--- src/hw/rtl/lzwe_pkg.sv ---
// Shared types, constants and the hash function of the LZW byte encoder.
package lzwe_pkg;

  localparam int DICT_ENTRIES  = 4096;
  localparam int CODE_W        = $clog2(DICT_ENTRIES);
  localparam int NFC_W         = CODE_W + 1;
  localparam int SLOT_W        = CODE_W;
  localparam int SLOTS         = 2 ** SLOT_W;
  localparam int EPOCH_W       = 8;
  localparam int OUT_W         = 12;
  localparam int FIRST_LEARNED = 256;

  typedef logic [CODE_W-1:0]  code_t;
  typedef logic [NFC_W-1:0]   nfc_t;
  typedef logic [SLOT_W-1:0]  slot_idx_t;
  typedef logic [EPOCH_W-1:0] epoch_t;

  // One hash table slot: a learned pair and the code it was given.
  typedef struct packed {
    epoch_t     epoch;
    code_t      prefix;
    logic [7:0] sym;
    code_t      code;
  } slot_t;

  // One emitted result word.
  typedef struct packed {
    logic [OUT_W-1:0] code;
    logic             final_code;
  } result_t;

  typedef enum logic [2:0] {
    ST_CLEAR,
    ST_IDLE,
    ST_PROBE,
    ST_CHECK,
    ST_EMIT_MISS,
    ST_EMIT_LAST
  } state_t;

  function automatic slot_idx_t hash_slot(input code_t prefix, input logic [7:0] sym);
    hash_slot = slot_idx_t'(prefix) ^ (slot_idx_t'(sym) << (SLOT_W - 8));
  endfunction

endpackage

--- src/hw/rtl/lzwe_out_queue.sv ---
// Two-word output queue that decouples the encoder core from the result channel.
module lzwe_out_queue
  import lzwe_pkg::*;
(
  input  logic    clk,
  input  logic    rst_n,
  input  logic    push,
  input  result_t push_data,
  output logic    full,
  output logic    out_valid,
  input  logic    out_stall,
  output result_t out_data
);

  result_t    entry_r [2];
  logic       head_r, head_nxt;
  logic [1:0] count_r, count_nxt;
  logic       pop;
  logic       tail;

  assign pop       = (count_r != 2'd0) && !out_stall;
  assign full      = (count_r == 2'd2);
  assign out_valid = (count_r != 2'd0);
  assign out_data  = entry_r[head_r];
  assign tail      = head_r ^ count_r[0];

  always_comb begin
    head_nxt  = pop ? ~head_r : head_r;
    count_nxt = count_r;
    if (push && !pop) begin
      count_nxt = count_r + 2'd1;
    end else if (pop && !push) begin
      count_nxt = count_r - 2'd1;
    end
  end

  always_ff @(posedge clk) begin
    if (!rst_n) begin
      head_r  <= 1'b0;
      count_r <= 2'd0;
    end else begin
      head_r  <= head_nxt;
      count_r <= count_nxt;
    end
  end

  always_ff @(posedge clk) begin
    if (push) begin
      entry_r[tail] <= push_data;
    end
  end

endmodule

--- config.mk ---
export PLATFORM = sky130hd
export DESIGN_NAME = lzwe_out_queue
export DESIGN_NICKNAME = d
export VERILOG_FILES = /design/src/hw/rtl/lzwe_pkg.sv /design/src/hw/rtl/lzwe_out_queue.sv
export SDC_FILE = /design/constraint.sdc
export NUM_CORES = 1
export LEC_CHECK = 0
export ABC_CLOCK_PERIOD_IN_PS = 2300
export BUFFER_PORTS_ARGS = -buffer_cell sky130_fd_sc_hd__clkbuf_2
export CAP_MARGIN = 20
export CORE_ASPECT_RATIO = 0.75
export CORE_MARGIN = 3
export CORE_UTILIZATION = 50
export DETAILED_ROUTE_END_ITERATION = 8
export MAX_ROUTING_LAYER = met4
export PLACE_DENSITY = 0.76
export RECOVER_POWER = 100
export SLEW_MARGIN = 20
export SYNTH_ARGS = -nofsm -noshare
export SYNTH_HDL_FRONTEND = slang
export SYNTH_SLANG_ARGS = --single-unit
--- constraint.sdc ---
create_clock -name clk -period 2.3 [get_ports clk]
set_clock_uncertainty 0.1 [all_clocks]
set_input_delay 0.23 -clock clk [delete_from_list [all_inputs] [get_ports clk]]
set_output_delay 0.23 -clock clk [all_outputs]
set_load 0.005 [all_outputs]
==> qor.csv, run 1 <==
metric,value,unit
status,completed,
drcViolationCount,0,
pwr_density_cell,1160,nW/um2
synth_nets,80,
grt-ovfl-total,0,
clock-root-buffer,clkbuf_4,
yosys.area.top_type,edfxtp_1,
wl,1990,um
power,1720,uW
multiInputGateArea,264,um2
fillers,146,
netlist.area_leader.share,0.680,
cts_setup_buffers,0,
cp_slowest_cell,dfxtp_1,
grt_pass1_vias,607,
crit-reg2reg-capture,entry_r[1][10],
pre_cts_ws,0.600,ns
routedWlPerCell,14.5,um
yosysSeqAreaShare,0.749,
grt_max_degree,14,
grt_pass1_wl,2750,um
fp.dieArea,2910,um2
cts_tree,built,
syn_area,1150,um2
p_leak,0.000551,uW
fmax,0.526,GHz
synth_area_leaders,"edfxtp_1 (68%), mux2_2 (13%), dfxtp_1 (7.0%)",
avgSynthCellArea,18.5,um2
peakVddDrop,0.622,mV
postRouteAntennaNets,0,
synth_flop_cell,edfxtp_1,
finalSetupTns,0,ns
holdPathStages,2,
synthCells,62,
ioPinCount,32,
worstHoldStart,rst_n,
synth_async_sr_flop_share,0,
cts.sinks,30,
yosysMostFrequentCell,edfxtp_1,
grt_util_all_layers,0.153,
cts_buffer_depth,2,
setup_viol,0,
ys_ff_latch,30,
clkTransAtPathRegs,0.09,ns
htreeDepth,2,
synth_common_cells,"edfxtp_1 (26), mux2_2 (13), and2_1 (4), dfxtp_1 (4)",
antenna_cells,0,
r2r_start,count_r[0],
synthDistinctLibCells,17,
die_w,61.3,um
fin_ws,0.400,ns
hold_class,primary input to flip-flop,
final-hold-violation-count,0,
dpl.hpwl,1260,um
critPathKind,flip-flop to output port,
worstPathMaxFanout,13,
layout-drive-gt1-share,0.301,
antenna_found_initial,0,
startpoint_type,flip-flop,
port_buffers,31,
gp_congestion,0.743,
worstMarginPinSlew,0.889,ns
critical_path.max_stage_delay,0.72,ns
hold_path_end,count_r[0],
via_per_inst,4.83,
numCtsBuffers,5,
worst_setup_path_end_kind,output port,
rrSetupSlack,0.42,ns
slew_violations,0,
seqCellArea,861,um2
layoutNonFillerInstCount,137,
clkLatencyLatePin,0.32,ns
placed_cells_incl_taps,116,
rr_worst_depth,2,
cp_cell_sequence,mux2_1 -> clkbuf_2,
synth_edf_count,26,
core_area,2080,um2
cp.required,1.97,ns
cap_violations,0,
row_count,14,
fin_crit,1.90,ns
rsz0062_at_grt,false,
initial_core_util,0.551,
syn_to_final_growth,29.3,%
yosysWarnings,0,
drt_iter0_drc,5,
slew_headroom,0.407,
dr_total_vias,662,
cp.arrival,1.57,ns
finalNetCount,130,
drtPass1Iterations,4,
fin_crit_sh,0.826,
die_height,47.5,um
==> worst max-delay path: cells and delay by family (launching register included) <==
| family | cells | cell delay (ns) |
|---|---|---|
| flip-flops | 1 | 0.72 |
| multiplexers | 1 | 0.40 |
| buffers and inverters | 1 | 0.12 |
==> area by class of cell <==
| cell class | count | share of cell area |
|---|---|---|
| inverters | 1 | 0.00253 |
| clock inverters | 1 | 0.00337 |
| clock buffers | 7 | 0.0371 |
| repair buffers | 45 | 0.179 |
| multi-input cells | 29 | 0.178 |
| well taps | 24 | 0.0202 |
| flip-flops and latches | 30 | 0.580 |
==> cells in the final DEF (no fill, tap or decap), types with 2 or more instances in the layout <==
cell / count
edfxtp_1: 26
clkbuf_4: 5
clkbuf_2: 13
dlygate4sd3_1: 13
and2_0: 2
mux2_2: 12
xor2_1: 2
dfxtp_1: 4
xnor2_1: 2
and2_1: 2
clkbuf_1: 19
==> registers in the layout, summed over array words and instances, names as in the netlist, named ones only <==
signal,count
head_r,1
count_r,2
entry_r,26
==> where the power goes <==
group	internal [uW]	switching (uW)	total (uW)
Clock	148	166	314
Combinational	265	244	509
Sequential	799	97.1	896
==> worst max path at each step <==
stage | cells after the start | to
2_1_floorplan | 3 | entry_r[0][0]
5_1_grt | 2 | entry_r[1][3]
3_5_place_dp | 2 | entry_r[1][9]
6_report | 2 | out_data[2]
3_3_place_gp | 2 | entry_r[1][3]
4_1_cts | 2 | out_data[2]
==> what timing repair did <==
action,in CTS,in global routing
endpoints found under the setup margin,0,0
resized for setup,0,0
hold buffers,13,0
endpoints found under the hold margin,25,0
==> cell families after synthesis <==
family	synth area share
buffers and inverters	0.0174
xor gates and xnor gates	0.0305
muxes	0.127
DFF	0.749
and+or+nand+nor	0.0436
adders and majority gates	0.0109
AOI/OAI and AO/OA	0.0207
==> per-stage QoR <==
stage | instance area [um2] | hold slack (ns) | utilization
after global placement | 1330 | 0.319 | 0.636
after CTS | 1520 | 0.0375 | 0.727
after global routing | 1490 | 0.0368 | 0.712
after floorplan | 1150 | 0.229 | -
after detailed placement | 1330 | 0.323 | 0.636
final | 1490 | 0.0545 | 0.712
==> per-layer routing <==
metal / vias up / global-route usage / wire [um]
met5: - / - / 0
met4: 0 / 0.114 / 45
met3: 4 / 0.0647 / 124
met2: 25 / 0.226 / 936
met1: 301 / 0.167 / 879
li1: 332 / - / -
No activity file was read; power rests on OpenSTA's default activity.
==> run 2: changes to the inputs <==
- ABC_CLOCK_PERIOD_IN_PS: 2300 -> 1780
- clock period: 2.3 -> 1.78 ns (I/O delays scaled with it)
==> run 2 against run 1 <==
Sequential share of layout area fell by 1.2 points; die area unchanged; combinational power rose by 50%; highest routed layer unchanged.
==> qor.csv, run 2 (synthesis results as in run 1) <==
metric,value,unit
dr_total_vias,678,
ioPinCount,32,
die_height,47.5,um
critPathKind,flip-flop to output port,
gp_congestion,0.807,
worstMarginPinSlew,0.313,ns
routedWlPerCell,15.1,um
clock-root-buffer,clkbuf_4,
grt_pass1_wl,2990,um
grt-ovfl-total,0,
setup_viol,0,
pwr_density_cell,1520,nW/um2
cts_tree,built,
cts.sinks,30,
grt_pass1_vias,650,
layoutNonFillerInstCount,140,
layout_common_cells,"edfxtp_1 (26), clkbuf_1 (20), clkbuf_2 (14)",
finalNetCount,133,
rrSetupSlack,0.16,ns
worstPathMaxFanout,8,
largest_register_ffs,26,
postRouteAntennaNets,0,
cp_cell_sequence,buf_4 -> mux2_2 -> clkbuf_1,
port_buffers,31,
finalSetupTns,0,ns
cap_violations,0,
status,completed,
hold_class,primary input to flip-flop,
clkLatencyLatePin,0.31,ns
cp.arrival,1.38,ns
fmax,0.602,GHz
fin_crit,1.66,ns
cts_buffer_depth,2,
critical_path.max_stage_delay,0.41,ns
clkTransAtPathRegs,0.09,ns
fillers,160,
initial_core_util,0.551,
core_area,2080,um2
startpoint_type,flip-flop,
drt_iter0_drc,16,
placed_cells_incl_taps,119,
cp.required,1.50,ns
cp_slowest_cell,dfxtp_2,
crit_family,flip-flops,
dpl.hpwl,1330,um
drtPass1Iterations,4,
layout-drive-gt1-share,0.328,
crit-reg2reg-capture,count_r[1],
row_count,14,
cts_setup_buffers,0,
peakVddDrop,0.816,mV
fp.dieArea,2910,um2
mostFrequentLayoutCell,edfxtp_1,
rr_worst_depth,4,
syn_to_final_growth,32.2,%
slew_violations,0,
cp_num_buf_inv,2,
antenna_found_initial,0,
worst_setup_path_end_kind,output port,
htreeDepth,2,
die_w,61.3,um
crit_cells,3,
numCtsBuffers,5,
wl,2110,um
grt_util_all_layers,0.162,
largestRegisters,"entry_r (26), count_r (2), head_r (1)",
fin_crit_sh,0.933,
p_leak,0.000568,uW
slew_headroom,0.791,
final-hold-violation-count,0,
drcViolationCount,0,
grt_max_degree,12,
via_per_inst,4.84,
crit_path_end,out_data[1],
rsz0062_at_grt,false,
antenna_cells,0,
top_register,entry_r,
r2r_start,count_r[0],
## run 2: changes by cell type in the layout (fill, tap and decap cells not counted)
cell,delta
buf_4,+1
clkbuf_2,+1
buf_12,+1
dfxtp_1,-1
and2_0,+1
clkbuf_1,+1
dfxtp_2,+1
buf_1,-1
and2_1,-1
## run 2: where the power goes
part | switching [uW] | internal (uW) | leakage [uW]
Clock | 223 | 191 | 0.0000353
Combinational | 359 | 402 | 0.000256
Sequential | 97.3 | 1030 | 0.000277
Total | 679 | 1620 | 0.000568
## run 2: layout make-up
class                   instances  area [um2]  area share
flip-flops and latches         30         862       0.568
inverters                       1        3.75     0.00247
repair buffers                 48         299       0.197
clock buffers                   7        55.1      0.0362
clock inverters                 1        5.00     0.00329
well taps                      24        30.0      0.0198
multi-input cells              29         264       0.174
## run 2: worst min-delay path by stage
stage	startpoint	endpoint	slack, ns	cells past startpoint
final	rst_n	flip-flop	0.03	2
after global routing	rst_n	flip-flop	0.03	2
after CTS	rst_n	flip-flop	0.006	2
after detailed placement	push_data[11]	entry_r[1][11]	0.27	1
after global placement	push_data[4]	entry_r[1][4]	0.27	1
after floorplan	push_data[0]	entry_r[0][0]	0.18	0
## run 2: per-layer routing
| layer | GRT usage | share of wire | up-vias |
|---|---|---|---|
| li1 | - | - | 340 |
| met3 | 0.0620 | 0.064 | 4 |
| met4 | 0.0890 | 0.013 | 0 |
| met2 | 0.259 | 0.48 | 31 |
| met5 | - | 0 | - |
| met1 | 0.177 | 0.44 | 303 |
## run 2: repair_timing
| item | CTS | global route |
|---|---|---|
| gates resized for setup | 1 | 0 |
| hold buffers | 13 | 0 |
| hold endpoints to repair | 26 | 0 |
| endpoints found under the setup margin | 8 | 0 |
## run 2: metrics by stage
step,setup slack (ns),hold slack (ns),util,total power (uW),cell area (um2)
after floorplan,0.168,0.177,-,1590,1150
after global placement,0.294,0.268,0.652,1910,1360
after detailed placement,0.234,0.271,0.652,1940,1360
after CTS,0.0766,0.00606,0.744,2380,1550
after global routing,0.0296,0.0252,0.729,2460,1520
final,0.120,0.0259,0.729,2300,1520
==> run 3: changes to the inputs <==
--- a/config.mk
+++ b/config.mk
@@ -14,3 +14,3 @@
 export DETAILED_ROUTE_END_ITERATION = 8
-export MAX_ROUTING_LAYER = met4
+export GPL_ROUTABILITY_DRIVEN = 1
 export PLACE_DENSITY = 0.76
--- a/constraint.sdc
+++ b/constraint.sdc
@@ -4,2 +4,2 @@
 set_output_delay 0.178 -clock clk [all_outputs]
-set_load 0.005 [all_outputs]
+set_load 0.1 [all_outputs]
==> run 3 against run 2 <==
Flip-flop and latch count is the same; via count grew 2.8%; utilization grew 9.0 points; critical endpoint is now out_data[2].
==> qor.csv, run 3 (synthesis results as in run 1) <==
metric,value,unit
fin_crit_sh,0.949,
final-hold-violation-count,0,
fillers,119,
drcViolationCount,0,
startpoint_type,flip-flop,
critPathKind,flip-flop to output port,
rrSetupSlack,0.16,ns
wl,2160,um
worstPathMaxFanout,8,
htreeDepth,2,
cts_tree,built,
status,completed,
utilization,0.819,
seqCellArea,861,um2
worst_setup_path_end_kind,output port,
postRouteAntennaNets,0,
dr_total_vias,697,
cts.repair.resized,0,
numCtsBuffers,5,
grt_pass1_vias,752,
slew_violations,0,
cts_setup_buffers,0,
fmax,0.592,GHz
cp_slowest_cell,mux2_1,
cts.sinks,30,
worstMarginPinSlew,0.545,ns
die_w,61.3,um
gp_congestion,0.712,
top_register,entry_r,
crit_cells,3,
layout_common_cells,"edfxtp_1 (26), clkbuf_1 (14), dlygate4sd3_1 (13), buf_12 (13), clkbuf_2 (12)",
drtPass1Iterations,4,
hold_class,primary input to flip-flop,
initial_core_util,0.551,
clkLatencyLatePin,0.30,ns
cap_violations,0,
row_count,14,
cp.required,1.50,ns
met1_length,856,um
port_buffers,31,
crit_family,multiplexers,
drt_iter0_drc,6,
holdPathStages,2,
wl_met2,1140,um
cts_buffer_depth,2,
setup_viol,0,
antenna_found_initial,0,
grt_util_all_layers,0.174,
via_per_inst,4.91,
die_height,47.5,um
grt_max_degree,10,
multiInputGateArea,264,um2
pre_cts_ws,0.233,ns
cp.arrival,1.41,ns
rsz0062_at_grt,false,
slew_headroom,0.638,
largestRegisters,"entry_r (26), count_r (2), head_r (1)",
grt_pass1_wl,3320,um
core_area,2080,um2
syn_to_final_growth,48.6,%
cp_cell_sequence,buf_4 -> mux2_1 -> buf_12,
final_area,1710,um2
fin_crit,1.69,ns
cp_num_buf_inv,2,
clock-root-buffer,clkbuf_4,
grt-ovfl-total,0,
routedWlPerCell,15.2,um
rr_worst_depth,5,
finalNetCount,135,
route.met3.wl,127,um
mostFrequentLayoutCell,edfxtp_1,
layout-drive-gt1-share,0.297,
fp.dieArea,2910,um2
critical_path.max_stage_delay,0.40,ns
ioPinCount,32,
largest_register_ffs,26,
finalSetupTns,0,ns
clkTransAtPathRegs,0.08,ns
antenna_cells,0,
dpl-instance-area,1560,um2
dpl.hpwl,1530,um
top_layer,met4,
fin_ws,0.0907,ns
==> run 3: worst paths after layout <==
path,from,endpoint
max,flip-flop,out_data[2]
min,rst_n,count_r[0]
max reg2reg,count_r[0],count_r[1]
min reg2reg,count_r[1],count_r[1]
==> run 3: per-stage QoR <==
| step | hold WS (ns) | cells |
|---|---|---|
| final | 0.0224 | 142 |
| after global routing | 0.00597 | 142 |
| after CTS | 0.00459 | 142 |
| after detailed placement | 0.270 | 121 |
| after global placement | 0.267 | 121 |
| after floorplan | 0.177 | 62 |
==> run 3: area by class of cell <==
type | count | area share
Timing Repair Buffer | 50 | 0.293
Multi-Input combinational cell | 29 | 0.155
Clock buffer | 8 | 0.0286
Tap cell | 24 | 0.0176
Sequential cell | 30 | 0.504
Inverter | 1 | 0.00220
==> run 3: timing repair <==
item | 4_1_cts | 5_1_grt
hold endpoints to repair | 26 | 0
setup endpoints to repair | 0 | 0
hold buffers | 13 | 0
==> run 3: worst register-to-register path: stages, from the launching register on <==
cell and delay (ns):
dfxtp_1 0.46, o21bai_1 0.14, ha_1 0.22, xor2_1 0.16, or3_1 0.31, a21boi_0 0.16
==> run 3: metal layers <==
| metal | track usage | vias to the layer above |
|---|---|---|
| li1 | - | 339 |
| met2 | 0.306 | 22 |
| met1 | 0.187 | 331 |
| met5 | 0 | - |
| met4 | 0.0890 | 0 |
| met3 | 0.0647 | 5 |
Power of run 3 is not shown: default switching activity piles up to over one toggle a cycle in this logic, so the estimate is an artifact.
